**src/spq_pkg.sv**
```systemverilog
// Shared types and constants for the sorted priority queue.
// Used by spq_ctrl, spq_datapath and sorted_priority_queue; depends on nothing.
`timescale 1ns / 1ps

package spq_pkg;

  // Number of queue slots (valid range 2..31)
  localparam int DEPTH = 16;

  // Word field widths
  localparam int VALUE_W = 16;
  localparam int PRIO_W  = 8;
  localparam int FUNC_W  = 2;
  localparam int STAT_W  = 2;
  localparam int OUT_CNT_W = 5;

  // Internal count must hold DEPTH and also cover the 5-bit output field
  localparam int CNT_BITS = $clog2(DEPTH + 1);
  localparam int CNT_W    = (CNT_BITS > OUT_CNT_W) ? CNT_BITS : OUT_CNT_W;

  // Operation codes
  localparam logic [FUNC_W-1:0] FN_INSERT = 2'd0;
  localparam logic [FUNC_W-1:0] FN_DELETE = 2'd1;
  localparam logic [FUNC_W-1:0] FN_PEEK   = 2'd2;

  // Status codes
  localparam logic [STAT_W-1:0] ST_OK    = 2'd0;
  localparam logic [STAT_W-1:0] ST_FULL  = 2'd1;
  localparam logic [STAT_W-1:0] ST_EMPTY = 2'd2;

  // Controller states
  typedef enum logic {
    S_IDLE,
    S_EXEC
  } state_t;

  // Commands from controller to datapath
  typedef struct packed {
    logic                  load;    // latch the incoming word
    logic                  ins;     // shift-insert latched entry
    logic                  del;     // shift out the head
    logic                  emit;    // register a result word
    logic                  head;    // result carries the head value
    logic [STAT_W-1:0]     status;  // result status code
  } spq_cmd_t;

  // Status from datapath to controller
  typedef struct packed {
    logic [FUNC_W-1:0] func;
    logic              full;
    logic              empty;
  } spq_stat_t;

endpackage

```
**src/spq_ctrl.sv**
```systemverilog
// Controller FSM for the sorted priority queue: accepts a command word,
// decodes it against full/empty status and drives the datapath. Uses spq_pkg.
`timescale 1ns / 1ps

module spq_ctrl (
  input  logic              clk,
  input  logic              rst_n,
  input  logic              start,
  output logic              busy,
  input  spq_pkg::spq_stat_t st,
  output spq_pkg::spq_cmd_t  cmd
);

  spq_pkg::state_t state_r, state_nxt;

  // State register
  always_ff @(posedge clk) begin
    if (!rst_n) begin
      state_r <= spq_pkg::S_IDLE;
    end else begin
      state_r <= state_nxt;
    end
  end

  // Next state and commands
  always_comb begin
    state_nxt  = state_r;
    cmd        = '0;
    cmd.status = spq_pkg::ST_OK;
    busy       = 1'b0;
    case (state_r)
      spq_pkg::S_IDLE: begin
        if (start) begin
          cmd.load  = 1'b1;
          state_nxt = spq_pkg::S_EXEC;
        end
      end
      spq_pkg::S_EXEC: begin
        busy      = 1'b1;
        cmd.emit  = 1'b1;
        state_nxt = spq_pkg::S_IDLE;
        case (st.func)
          spq_pkg::FN_INSERT: begin
            if (st.full) begin
              cmd.status = spq_pkg::ST_FULL;
            end else begin
              cmd.ins = 1'b1;
            end
          end
          spq_pkg::FN_DELETE, spq_pkg::FN_PEEK: begin
            if (st.empty) begin
              cmd.status = spq_pkg::ST_EMPTY;
            end else begin
              cmd.head = 1'b1;
              cmd.del  = (st.func == spq_pkg::FN_DELETE);
            end
          end
          default: begin
            // unused selector: no change, plain ok result
          end
        endcase
      end
      default: begin
        state_nxt = spq_pkg::S_IDLE;
      end
    endcase
  end

endmodule

```
**src/spq_datapath.sv**
```systemverilog
// Datapath for the sorted priority queue: command latch, a sorted row of
// (value, prio) cells with parallel compare and shift, and the result register.
// Uses spq_pkg.
`timescale 1ns / 1ps

module spq_datapath (
  input  logic                           clk,
  input  logic                           rst_n,
  input  logic [spq_pkg::FUNC_W-1:0]     in_func,
  input  logic [spq_pkg::VALUE_W-1:0]    in_value,
  input  logic [spq_pkg::PRIO_W-1:0]     in_prio,
  input  spq_pkg::spq_cmd_t              cmd,
  output spq_pkg::spq_stat_t             st,
  output logic                           out_valid,
  output logic [spq_pkg::VALUE_W-1:0]    out_head_value,
  output logic [spq_pkg::STAT_W-1:0]     out_status,
  output logic [spq_pkg::OUT_CNT_W-1:0]  out_count
);

  localparam int D  = spq_pkg::DEPTH;
  localparam int CW = spq_pkg::CNT_W;

  // Latched command word
  logic [spq_pkg::FUNC_W-1:0]  func_r;
  logic [spq_pkg::VALUE_W-1:0] val_r;
  logic [spq_pkg::PRIO_W-1:0]  prio_r;

  // Sorted cell row
  logic [spq_pkg::VALUE_W-1:0] vals_r  [D];
  logic [spq_pkg::VALUE_W-1:0] vals_nxt[D];
  logic [spq_pkg::PRIO_W-1:0]  prios_r  [D];
  logic [spq_pkg::PRIO_W-1:0]  prios_nxt[D];
  logic [CW-1:0]               count_r, count_nxt;

  // Result register
  logic                        out_valid_r;
  logic [spq_pkg::VALUE_W-1:0] out_head_r;
  logic [spq_pkg::STAT_W-1:0]  out_status_r;
  logic [spq_pkg::OUT_CNT_W-1:0] out_count_r;

  // Cell holds a valid entry that stays ahead of the new one
  logic [D-1:0] le;

  always_comb begin
    for (int i = 0; i < D; i++) begin
      le[i] = (CW'(i) < count_r) && (prios_r[i] <= prio_r);
    end
  end

  // Cell next values: insert opens a gap after the last non-greater entry,
  // delete moves every cell after the head one toward the head
  always_comb begin
    for (int i = 0; i < D; i++) begin
      vals_nxt[i]  = vals_r[i];
      prios_nxt[i] = prios_r[i];
    end
    if (cmd.ins) begin
      if (!le[0]) begin
        vals_nxt[0]  = val_r;
        prios_nxt[0] = prio_r;
      end
      for (int i = 1; i < D; i++) begin
        if (!le[i]) begin
          if (le[i-1]) begin
            vals_nxt[i]  = val_r;
            prios_nxt[i] = prio_r;
          end else begin
            vals_nxt[i]  = vals_r[i-1];
            prios_nxt[i] = prios_r[i-1];
          end
        end
      end
    end else if (cmd.del) begin
      for (int i = 0; i < D - 1; i++) begin
        vals_nxt[i]  = vals_r[i+1];
        prios_nxt[i] = prios_r[i+1];
      end
    end
  end

  // Entry count after this operation
  always_comb begin
    count_nxt = count_r;
    if (cmd.ins) begin
      count_nxt = count_r + CW'(1);
    end else if (cmd.del) begin
      count_nxt = count_r - CW'(1);
    end
  end

  // Control registers
  always_ff @(posedge clk) begin
    if (!rst_n) begin
      count_r     <= '0;
      out_valid_r <= 1'b0;
    end else begin
      count_r     <= count_nxt;
      out_valid_r <= cmd.emit;
    end
  end

  // Payload registers
  always_ff @(posedge clk) begin
    if (cmd.load) begin
      func_r <= in_func;
      val_r  <= in_value;
      prio_r <= in_prio;
    end
    for (int i = 0; i < D; i++) begin
      vals_r[i]  <= vals_nxt[i];
      prios_r[i] <= prios_nxt[i];
    end
    if (cmd.emit) begin
      out_head_r   <= cmd.head ? vals_r[0] : '0;
      out_status_r <= cmd.status;
      out_count_r  <= count_nxt[spq_pkg::OUT_CNT_W-1:0];
    end
  end

  // Status to controller
  assign st.func  = func_r;
  assign st.full  = (count_r >= CW'(D));
  assign st.empty = (count_r == '0);

  assign out_valid      = out_valid_r;
  assign out_head_value = out_head_r;
  assign out_status     = out_status_r;
  assign out_count      = out_count_r;

endmodule

```
**src/sorted_priority_queue.sv**
```systemverilog
// Sorted priority queue top level: joins the controller and the datapath.
// Depends on spq_pkg, spq_ctrl and spq_datapath.
//
// Usage:
//   Command channel: drive in_func / in_value / in_prio and raise start; the
//   word is taken at a rising edge where start is high and busy is low.
//   in_func: insert, delete head, peek head (code 3 does nothing).
//   Result channel: out_valid is high for exactly one cycle with
//   out_head_value, out_status (ok, full, empty) and out_count, the entry
//   count after the operation. The receiver cannot stall; every word is
//   shown once and must be taken in that cycle.
//   Timing: the word is latched at the accepting edge and executed in the
//   execute state, and the result word is registered as that state ends,
//   raising out_valid. A new command is taken only in the idle state, so
//   not while the previous one executes; the cell row compares all entries
//   in parallel so insert and delete each finish within the execute state.
//   busy is high during the execute state; a new command may be accepted
//   while the previous result is on the out_ ports.
//   Reset (rst_n low, synchronous): the queue becomes empty and no result
//   is pending; stored values need no clearing since only held entries are read.
`timescale 1ns / 1ps

module sorted_priority_queue (
  input  logic                           clk,
  input  logic                           rst_n,
  input  logic                           start,
  output logic                           busy,
  input  logic [spq_pkg::FUNC_W-1:0]     in_func,
  input  logic [spq_pkg::VALUE_W-1:0]    in_value,
  input  logic [spq_pkg::PRIO_W-1:0]     in_prio,
  output logic                           out_valid,
  output logic [spq_pkg::VALUE_W-1:0]    out_head_value,
  output logic [spq_pkg::STAT_W-1:0]     out_status,
  output logic [spq_pkg::OUT_CNT_W-1:0]  out_count
);

  spq_pkg::spq_cmd_t  cmd;
  spq_pkg::spq_stat_t st;

  // Sequencer
  spq_ctrl u_ctrl (
    .clk   (clk),
    .rst_n (rst_n),
    .start (start),
    .busy  (busy),
    .st    (st),
    .cmd   (cmd)
  );

  // Cell row and result register
  spq_datapath u_dp (
    .clk            (clk),
    .rst_n          (rst_n),
    .in_func        (in_func),
    .in_value       (in_value),
    .in_prio        (in_prio),
    .cmd            (cmd),
    .st             (st),
    .out_valid      (out_valid),
    .out_head_value (out_head_value),
    .out_status     (out_status),
    .out_count      (out_count)
  );

endmodule
```
**config.mk**
```make
export PLATFORM = sky130hd
export DESIGN_NAME = sorted_priority_queue
export DESIGN_NICKNAME = d
export VERILOG_FILES = /design/src/spq_pkg.sv /design/src/spq_ctrl.sv /design/src/spq_datapath.sv /design/src/sorted_priority_queue.sv
export SDC_FILE = /design/constraint.sdc
export NUM_CORES = 1
export LEC_CHECK = 0
export ABC_AREA = 1
export BUFFER_PORTS_ARGS = -buffer_cell sky130_fd_sc_hd__buf_2
export CAP_MARGIN = 30
export CORE_UTILIZATION = 55
export CTS_CLUSTER_DIAMETER = 30
export DETAILED_ROUTE_END_ITERATION = 8
export GPL_ROUTABILITY_DRIVEN = 0
export PLACE_DENSITY = 0.75
export SYNTH_ARGS = -nofsm -noshare
export SYNTH_HDL_FRONTEND = slang
export SYNTH_SLANG_ARGS = --single-unit
```
**constraint.sdc**
```tcl
create_clock -name clk -period 4.6 [get_ports clk]
set_clock_uncertainty 0.1 [all_clocks]
set_input_delay 0.23 -clock clk [delete_from_list [all_inputs] [get_ports clk]]
set_output_delay 0.23 -clock clk [all_outputs]
set_load 0.03 [all_outputs]
```
==> results.json, run 1 <==
{
  "root_buffer": "clkbuf_16",
  "core_um2": 45480,
  "antenna_found_initial": 0,
  "dp_cells": 3854,
  "synth.distinct_cells": 28,
  "slew_headroom_pct": 38.24,
  "totalWireLength_um": 63160,
  "syn_inst": 3292,
  "dpl.hpwl_um": 41720,
  "power.leakage_nw": 17.20,
  "critPathKind": "flop to flop",
  "whs_endpoint": "u_dp.prio_r[0]",
  "dr_total_vias": 20960,
  "rows": 78,
  "grt_max_degree": 99,
  "crit_family": "simple AND/OR/NAND/NOR gates",
  "grt_pass1_wl_um": 104100,
  "fillers": 3705,
  "wl_per_cell_um": 15.54,
  "dieArea_um2": 47130,
  "drc": 0,
  "synth_seq_cells": 440,
  "die_h_um": 217.1,
  "syn_nets": 3448,
  "yosysTopAreaCell": "edfxtp_1",
  "cts.sinks": 440,
  "ys_warn_count": 0,
  "io_buffers": 53,
  "tightest_slew_ns": 0.9264,
  "syn_to_final_growth_pct": 17.16,
  "start_kind": "flop",
  "rr_worst_depth": 10,
  "rrSetupSlack_ns": 1.14,
  "crit_top_cell": "nand2_1",
  "first_pass_iters": 6,
  "powerDensity_nw_per_um2": 408.3,
  "ys_seq_area_share_pct": 51.64,
  "cap_violations": 0,
  "hp-start": "in_prio[0]",
  "viasPerCell": 5.157,
  "holdPathStages": 2,
  "r2r-end": "u_dp.vals_r[0][45]",
  "maxSlewViolCount": 0,
  "max_freq_mhz": 289.3,
  "hold_path.class": "input pin to flop",
  "critPathMaxStageDelay_ns": 0.57,
  "ant_nets": 0,
  "status": "complete, no violations",
  "peakVddDrop_v": 0.0003211,
  "numCtsBuffers": 98,
  "die_w_um": 217.1,
  "synth.area.top_cells": "edfxtp_1 51%, nand2_1 29%, ha_1 6.2%",
  "dr.first_iter.drc_count": 2012,
  "start_util_pct": 55.96,
  "pin_count": 54,
  "worst-endpoint-arrival_ns": 3.65,
  "finalHoldViolCount": 0,
  "path_clk_slew_ns": 0.04,
  "path_buf_inv": 3,
  "cp_slowest_cell": "inv_1",
  "layout.nets": 3539,
  "groute.usage.overall_pct": 27.24,
  "cts_buffer_depth": 3,
  "fin_setup_tns_ns": 0,
  "fin_cells": 4064,
  "antenna_cells": 0,
  "grt_pass1_vias": 21093,
  "worstPathRequired_ns": 4.79,
  "finalSetupViolCount": 0,
  "rsz0062_at_grt": "no",
  "final_util_pct": 65.56,
  "post_cts.repair.setup_buffers": 0,
  "fin_crit_sh_pct": 75.15,
  "cts_tree": "done",
  "h-tree-depth": 3,
  "worstPathMaxFanout": 25,
  "syn_area_um2": 25450,
  "clk-insertion-delay-late_ns": 0.65,
  "path_cells": "inv_1, ha_1, nand2_1, inv_1, nand4_1, nand2_1, nand2_2, nand2_2, nand2_1, buf_4",
  "fin_crit_ns": 3.457,
  "cp-end-kind": "flop",
  "reg2reg_from": "u_dp.prio_r[3]",
  "drive_gt1_share_pct": 7.939,
  "overflow": 0,
  "yosysTopAreaCellShare_pct": 51.09,
  "syn_avg_cell_area_um2": 7.730
}
-- power by group --
part | total (W) | internal (W) | leakage [nW] | switching [W]
Combinational | 0.000634 | 0.000213 | 11.6 | 0.000421
Clock | 0.00698 | 0.00473 | 1.58 | 0.00226
Sequential | 0.00456 | 0.00451 | 4.01 | 0.0000512
-- per-layer routing --
layer	share of wire [%]	vias to the layer above	wire length, µm	global-route usage (%)
li1	-	10358	-	-
met1	43	9661	27240	35.88
met2	47	819	29790	44.95
met3	7.6	122	4791	5.465
met4	2.1	0	1332	9.131
met5	0	-	0	0
-- flip-flops by register name, summed over array words and instances (netlist names) --
name	flops
u_dp.val_r	16
u_dp.out_head_value	16
u_dp.out_count	5
u_dp.count_r	5
u_dp.func_r	2
u_dp.prio_r	8
u_dp.prios_r	128
u_ctrl.state_r	1
u_dp.vals_r	256
u_dp.out_status	2
u_dp.out_valid	1
-- worst register-to-register path: cells and delay by family, from the launching register on --
| family | cells | cell delay, ns |
|---|---|---|
| AND/OR/NAND/NOR | 6 | 1.23 |
| flip-flops | 1 | 0.42 |
| adder cells (fa/ha/maj) | 1 | 0.39 |
| buffers and inverters | 3 | 0.97 |
-- worst max-delay path by stage --
stage | from | to | slack [ns] | cells after the start
after floorplan | u_ctrl.state_r | u_dp.prios_r[1][48] | 0.87 | 7
after global placement | u_dp.func_r[0] | u_dp.vals_r[0][46] | 1.24 | 9
after detailed placement | u_dp.func_r[0] | u_dp.vals_r[0][23] | 1.12 | 9
after CTS | u_dp.func_r[0] | u_dp.vals_r[0][23] | 1.07 | 9
after global routing | u_dp.prio_r[3] | u_dp.prios_r[0][17] | 0.91 | 13
final | u_dp.prio_r[3] | u_dp.vals_r[0][45] | 1.14 | 10
-- area by class of cell --
type	count	area (µm²)	area share, %
Clock buffer	117	2555	8.569
Clock inverter	64	787.0	2.640
Inverter	408	1539	5.162
Multi-Input combinational cell	2310	10130	33.98
Sequential cell	440	13140	44.08
Tap cell	600	750.7	2.518
Timing Repair Buffer	125	908.4	3.047
-- cell families (layout without fill, tap and decap cells) --
family / Yosys count / in the layout / synth area share [%]
buffers and inverters: 542 / 714 / 8.550
XOR/XNOR: 5 / 5 / 0.1721
adder cells (fa/ha/maj): 127 / 127 / 6.244
flip-flops: 440 / 440 / 51.64
AO/OA/AOI/OAI: 84 / 84 / 1.809
AND/OR/NAND/NOR: 2094 / 2094 / 31.58
-- synth_stat cells, drive strengths merged --
master,n
a21oi,34
a21o,14
o21ai,35
nor3,3
nand2,1972
buf,86
clkbuf,48
edfxtp,433
nor2,67
xor2,4
and2,1
a31oi,1
inv,408
dfxtp,7
nand4,17
nand3,34
ha,127
xnor2,1
-- cell usage in the layout, fill, tap and decap left out, types with 2 or more instances in the layout --
cell type and instances:
a21o_1 14, a21oi_1 34, buf_2 53, buf_4 42, bufinv_16 14, clkbuf_1 17
clkbuf_16 99, clkinv_1 15, clkinv_16 2, clkinv_2 13, clkinv_4 3, clkinv_8 2
clkinvlp_4 13, dfxtp_1 7, dlygate4sd3_1 28, edfxtp_1 433, ha_1 127, inv_1 401
inv_2 6, nand2_1 1956, nand2_2 14, nand2_4 2, nand3_1 34, nand4_1 16
nor2_1 64, nor2_4 2, nor3_1 2, o21ai_0 31, o21ai_1 3, xor2_1 4
-- stage by stage --
| stage | area, µm² | power (W) | setup slack [ns] | hold WS (ns) |
|---|---|---|---|---|
| 5_1_grt | 29810 | 0.01254 | 0.9127 | 0.1895 |
| 3_3_place_gp | 26170 | 0.005194 | 1.241 | 0.3064 |
| 4_1_cts | 29790 | 0.01225 | 1.069 | 0.1755 |
| 6_report | 29810 | 0.01217 | 1.143 | 0.2046 |
| 3_5_place_dp | 26170 | 0.005224 | 1.121 | 0.3081 |
| 2_1_floorplan | 25450 | 0.005052 | 0.8689 | 0.2276 |
-- repair_timing --
item,4_1_cts,5_1_grt
resized for setup,0,0
hold buffers,28,0
hold endpoints to repair,33,0
No activity file was read; power rests on OpenSTA's default activity.
==> run 2, diff against run 1 <==
==> constraint.sdc (replaced) <==
create_clock -name clk -period 3.2 [get_ports clk]
set_clock_uncertainty 0.1 [all_clocks]
set_input_delay 0.16 -clock clk [delete_from_list [all_inputs] [get_ports clk]]
set_output_delay 0.16 -clock clk [all_outputs]
set_load 0.03 [all_outputs]
==> run 2 against run 1 <==
Non-clock buffer count up 19; global-route usage decreased by 2.1 points; sequential cell count is the same; utilization increased by 0.14 points; total power is 41% higher; combinational power increased by 43%; first-iteration DRC count fell by 20%; via count down 3.0%; sequential share of layout area down 0.092 points; die area did not move; design area increased by 0.22%; clock power grew 40%.
==> results.json, run 2 (synthesis gave the netlist of run 1 again) <==
{
  "wl_per_cell_um": 14.25,
  "path_cells": "inv_1, buf_4, ha_1, a21o_1, nor2_1, nand2_1, nand2_1, nand2_2, nand2_2, buf_4, nand2_1, nand2_1, nand2_1",
  "cts_tree": "done",
  "syn_to_final_growth_pct": 17.41,
  "max_freq_mhz": 346.0,
  "clk-insertion-delay-late_ns": 0.63,
  "switching_share_pct": 22.17,
  "largest_reg_flops": 256,
  "drc": 0,
  "start_util_pct": 55.96,
  "path_buf_inv": 3,
  "fin_crit_sh_pct": 90.31,
  "post_cts.repair.setup_buffers": 0,
  "rrSetupSlack_ns": 0.31,
  "hold_path.class": "input pin to flop",
  "cp-endpoint": "u_dp.prios_r[1][13]",
  "whs_ns": 0.1435,
  "pin_count": 54,
  "layout.nets": 3560,
  "cp-startpoint": "u_dp.prio_r[7]",
  "reg_top3": "u_dp.vals_r (256), u_dp.prios_r (128)",
  "cp_slowest_cell": "inv_1",
  "holdPathStages": 2,
  "pwr-share-comb_pct": 5.3,
  "dpl_cell_area_um2": 26340,
  "rows": 78,
  "start_kind": "flop",
  "totalWireLength_um": 58260,
  "root_buffer": "clkbuf_16",
  "slew_headroom_pct": 20.84,
  "path_clk_slew_ns": 0.05,
  "fin_crit_ns": 2.890,
  "critPathKind": "flop to flop",
  "top_register": "u_dp.vals_r",
  "fin_setup_tns_ns": 0,
  "power.leakage_nw": 17.29,
  "finalHoldViolCount": 0,
  "worst-endpoint-arrival_ns": 3.14,
  "reg2reg_from": "u_dp.prio_r[7]",
  "dpl.hpwl_um": 39670,
  "grt_max_degree": 253,
  "drive_gt1_share_pct": 8.426,
  "powerDensity_nw_per_um2": 575.4,
  "final_util_pct": 65.70,
  "peakVddDrop_v": 0.0006647,
  "dr_total_vias": 20329,
  "die_h_um": 217.1,
  "rsz0062_at_grt": "no",
  "h-tree-depth": 3,
  "crit_top_cell": "nand2_1",
  "groute.usage.overall_pct": 25.18,
  "numCtsBuffers": 100,
  "grt_pass1_vias": 20435,
  "die_w_um": 217.1,
  "io_buffers": 53,
  "viasPerCell": 4.972,
  "dr.first_iter.drc_count": 1609,
  "finalSetupViolCount": 0,
  "overflow": 0,
  "status": "complete, no violations",
  "cp-end-kind": "flop",
  "cap_violations": 0,
  "critPathMaxStageDelay_ns": 0.49,
  "antenna_found_initial": 0,
  "worstPathMaxFanout": 24,
  "core_um2": 45480,
  "dieArea_um2": 47130,
  "r2r-end": "u_dp.prios_r[1][13]",
  "internal_power_w": 0.01338,
  "first_pass_iters": 5,
  "crit_family": "buffers and inverters",
  "stdcell_area_um2": 29880,
  "worstSetupPathDepth": 13,
  "post-place-ws_ns": 0.3675,
  "worst_slack_ns": 0.3100,
  "ant_nets": 0,
  "worstPathRequired_ns": 3.45,
  "antenna_cells": 0,
  "rr_worst_depth": 13,
  "p_switching_w": 0.003811,
  "p_seq_share_pct": 38.1,
  "final_common_cell": "nand2_1",
  "final_cell_mix": "1956 x nand2_1, 433 x edfxtp_1, 401 x inv_1, 127 x ha_1, 104 x clkbuf_16",
  "cts_buffer_depth": 3,
  "cts.sinks": 440,
  "tightest_slew_ns": 1.187,
  "grt_pass1_wl_um": 97220,
  "maxSlewViolCount": 0,
  "power.share.clock_pct": 56.6
}
==> run 2: layout make-up <==
type                            count  area, µm²
Clock inverter                     64      584.3
Sequential cell                   440      13140
Clock buffer                      123       2674
Inverter                          408       1539
Fill cell                        3693      15600
Multi-Input combinational cell   2310      10130
Timing Repair Buffer              144       1056
Tap cell                          600      750.7
==> run 2: metal layers <==
metal | track usage [%] | vias up | share of wire, %
met4 | 9.319 | 0 | 2.4
met3 | 4.151 | 121 | 6.2
met5 | 0 | - | 0
li1 | - | 10412 | -
met1 | 33.20 | 9125 | 44
met2 | 41.78 | 671 | 47
==> run 2: worst min path at each step <==
stage          slack, ns   startpoint         endpoint
2_1_floorplan       0.16        rst_n  u_dp.count_r[4]
3_3_place_gp        0.24   in_prio[2]   u_dp.prio_r[2]
3_5_place_dp        0.24   in_prio[2]   u_dp.prio_r[2]
4_1_cts             0.10  in_value[3]    u_dp.val_r[3]
5_1_grt             0.12  in_value[9]    u_dp.val_r[9]
6_report            0.14  in_value[5]    u_dp.val_r[5]
==> run 2: what timing repair did <==
item	in CTS	in global routing
hold buffers	28	0
hold endpoints to repair	33	0
gates resized for setup	0	0
==> run 2: power by group through the flow <==
stage	clock network, W	registers [W]	logic, W
2_1_floorplan	0	0.00665	0.000613
3_3_place_gp	0	0.00663	0.000828
3_5_place_dp	0	0.00664	0.000866
4_1_cts	0.00987	0.00654	0.000905
5_1_grt	0.0101	0.00655	0.00104
6_report	0.00974	0.00654	0.000909
==> run 2: worst register-to-register path: cells and delay by family (launching register included) <==
| kind | cells | cell delay (ns) |
|---|---|---|
| AO/OA/AOI/OAI | 1 | 0.17 |
| buffers and inverters | 3 | 1.02 |
| AND/OR/NAND/NOR | 8 | 0.69 |
| flip-flops | 1 | 0.41 |
| adder cells (fa/ha/maj) | 1 | 0.24 |
==> run 2: per-stage QoR <==
stage	instances	power, W
floorplan	3292	0.007262
global placement	3874	0.007461
detailed placement	3874	0.007506
CTS	4089	0.01731
global route	4089	0.01773
finish	4089	0.01719
==> run 3, diff against run 2 <==
--- a/config.mk
+++ b/config.mk
@@ -5,7 +5,6 @@
 export SDC_FILE = /design/constraint.sdc
 export NUM_CORES = 1
 export LEC_CHECK = 0
-export ABC_AREA = 1
 export BUFFER_PORTS_ARGS = -buffer_cell sky130_fd_sc_hd__buf_2
 export CAP_MARGIN = 30
 export CORE_UTILIZATION = 55
==> run 3 against run 2 <==
Area after synthesis down 5.4%; non-clock buffer count is 11 higher; combinational power down 14%; sequential power is 0.6% higher; clock-buffer cell count fell by 6; routed wire length is 4.0% lower; cell count down 30%; global-route usage is 0.16 points higher; critical endpoint is now u_dp.vals_r[1][25]; largest cell class unchanged.
==> results.json, run 3 <==
{
  "hold_path.class": "input pin to flop",
  "worst_slack_ns": 0.1947,
  "ys_warn_count": 0,
  "synth_top_family_by_area": "multiplexers",
  "yosysTopAreaCellShare_pct": 54.00,
  "synth.distinct_cells": 45,
  "multi_input_area_um2": 10270,
  "switching_share_pct": 21.80,
  "fin_crit_sh_pct": 93.91,
  "start_util_pct": 55.78,
  "dp_cells": 2669,
  "first_pass_iters": 6,
  "p_seq_share_pct": 37.0,
  "h-tree-depth": 3,
  "fillers": 3151,
  "cap_violations": 0,
  "syn_to_final_growth_pct": 20.54,
  "grt_pass1_wl_um": 90330,
  "dieArea_um2": 44620,
  "dpl.hpwl_um": 37710,
  "status": "complete, no violations",
  "finalHoldViolCount": 0,
  "synth.most_common_cell": "edfxtp_1",
  "grt_pass1_vias": 17936,
  "final_common_cell": "edfxtp_1",
  "post-place-ws_ns": 0.2138,
  "synth_xor_area_share_pct": 0.1091,
  "tightest_slew_ns": 0.8793,
  "worst-endpoint-arrival_ns": 3.26,
  "yosysTopAreaCell": "edfxtp_1",
  "cts.sinks": 440,
  "reg_top3": "u_dp.vals_r (256), u_dp.prios_r (128)",
  "syn_nets": 2257,
  "antenna_cells": 0,
  "synth_seq_cells": 440,
  "synth.area.top_cells": "edfxtp_1 54%, mux2i_1 14%, ha_1 6.6%",
  "numCtsBuffers": 101,
  "groute.usage.overall_pct": 25.34,
  "synth_fa_ha_area_share_pct": 6.599,
  "pwr-share-comb_pct": 4.4,
  "synth_edf_count": 433,
  "ant_nets": 0,
  "path_clk_slew_ns": 0.05,
  "drc": 0,
  "cp-startpoint": "u_dp.prio_r[1]",
  "synth_common_cells": "433 x edfxtp_1, 379 x nand2_1, 336 x mux2i_1",
  "synthFlopType": "edfxtp_1",
  "rr_worst_depth": 10,
  "core_um2": 43170,
  "syn_area_um2": 24080,
  "syn_inst": 2101,
  "grt_max_degree": 180,
  "powerDensity_nw_per_um2": 612.1,
  "wl_per_cell_um": 19.42,
  "largest_reg_flops": 256,
  "critPathKind": "flop to flop",
  "register_area_um2": 13140,
  "fin_cells": 2880,
  "totalWireLength_um": 55930,
  "clk-insertion-delay-late_ns": 0.62,
  "yosys.area_share.simple_pct": 9.716,
  "reg2reg_from": "u_dp.prio_r[1]",
  "r2r-end": "u_dp.vals_r[1][25]",
  "die_w_um": 211.2,
  "power.leakage_nw": 10.89,
  "max_freq_mhz": 332.7,
  "finalSetupViolCount": 0,
  "rrSetupSlack_ns": 0.19,
  "cp-endpoint": "u_dp.vals_r[1][25]",
  "top_register": "u_dp.vals_r",
  "p_switching_w": 0.003873,
  "slew_headroom_pct": 41.16,
  "rsz0062_at_grt": "no",
  "worstPathRequired_ns": 3.45,
  "die_h_um": 211.2,
  "viasPerCell": 5.918,
  "synth_mux_area_share_pct": 15.09,
  "worstPathMaxFanout": 16,
  "antenna_found_initial": 0,
  "final_cell_mix": "433 x edfxtp_1, 378 x nand2_1, 336 x mux2i_1, 205 x o21ai_0, 127 x ha_1",
  "syn_avg_cell_area_um2": 11.46,
  "cp-end-kind": "flop",
  "fin_crit_ns": 3.005,
  "maxSlewViolCount": 0,
  "layout.nets": 2371,
  "drive_gt1_share_pct": 15.08,
  "overflow": 0,
  "rows": 76,
  "io_buffers": 53,
  "internal_power_w": 0.01390,
  "synth-compound-area-share_pct": 10.61,
  "dr.first_iter.drc_count": 1372,
  "dr_total_vias": 17044,
  "peakVddDrop_v": 0.0004484,
  "start_kind": "flop",
  "async_flop_share_pct": 0,
  "power.share.clock_pct": 58.6,
  "pin_count": 54,
  "root_buffer": "clkbuf_16",
  "ys_seq_area_share_pct": 54.58,
  "cts_tree": "done",
  "cts_buffer_depth": 3
}
==> run 3: changes by cell type in the layout (fill, tap and decap cells not counted), moves of 25 or more <==
cell	delta
inv_1	-374
a21oi_1	+40
o21ai_1	+116
mux2i_1	+336
o21ai_0	+174
nand2_1	-1578
and2_1	+25
==> run 3: cell families after synthesis <==
family,after synthesis
AOI/OAI and AO/OA,468
and+or+nand+nor,531
xor gates and xnor gates,3
adders and majority gates,127
buffers and inverters,172
muxes,360
DFF,440
==> run 3: metal layers <==
metal	global-route usage, %	up-vias	routed length (µm)
li1	-	8037	-
met1	32.13	8474	23910
met2	43.31	425	28220
met3	4.609	108	2426
met4	9.245	0	1375
met5	0	-	0
==> run 3: metrics by stage <==
step	total power, W	hold WS (ns)	utilization, %	TNS, ns	area (µm²)
CTS	0.01786	0.1148	67.23	0	29020
global placement	0.007378	0.2377	58.52	0	25260
detailed placement	0.007422	0.2381	58.56	0	25280
global route	0.01826	0.1267	67.24	0	29030
floorplan	0.007149	0.1589	-	-16.66	24190
finish	0.01777	0.1429	67.24	0	29030
==> run 3: worst min path at each step <==
stage            startpoint             end  depth (start not counted)
4_1_cts         in_value[5]   u_dp.val_r[5]                          2
3_3_place_gp   in_value[11]  u_dp.val_r[11]                          1
2_1_floorplan    in_func[0]  u_dp.func_r[0]                          0
6_report        in_value[3]   u_dp.val_r[3]                          2
3_5_place_dp   in_value[11]  u_dp.val_r[11]                          1
5_1_grt         in_value[2]   u_dp.val_r[2]                          2
==> run 3: cell type report <==
type | instances | share of cell area (%)
clock inverters | 66 | 2.828
well taps | 585 | 2.522
multi-input cells | 1489 | 35.37
flip-flops and latches | 440 | 45.28
clock buffers | 117 | 9.091
inverters | 28 | 0.3664
repair buffers | 155 | 4.539
==> run 3: repair_timing <==
item	in CTS	in global routing
setup buffers	0	0
gates resized for setup	0	1
hold buffers	28	0
endpoints found under the hold margin	37	0
endpoints found under the setup margin	0	1
==> run 3: power groups by stage <==
stage               registers [W]  clock network, W  logic [W]
floorplan                 0.00664                 0   0.000506
detailed placement        0.00668                 0   0.000742
global route              0.00659            0.0108   0.000866
finish                    0.00658            0.0104   0.000779
CTS                       0.00658            0.0105   0.000778
global placement          0.00668                 0   0.000699
==> run 3: worst max-delay path: stages (launching register included) <==
cell and delay, ns:
edfxtp_1 0.38, inv_1 0.07, buf_4 0.25, ha_1 0.30
nor2b_1 0.13, o211ai_1 0.27, a211oi_1 0.17, nor3_4 0.39
buf_6 0.29, mux2i_1 0.26, o21ai_0 0.11
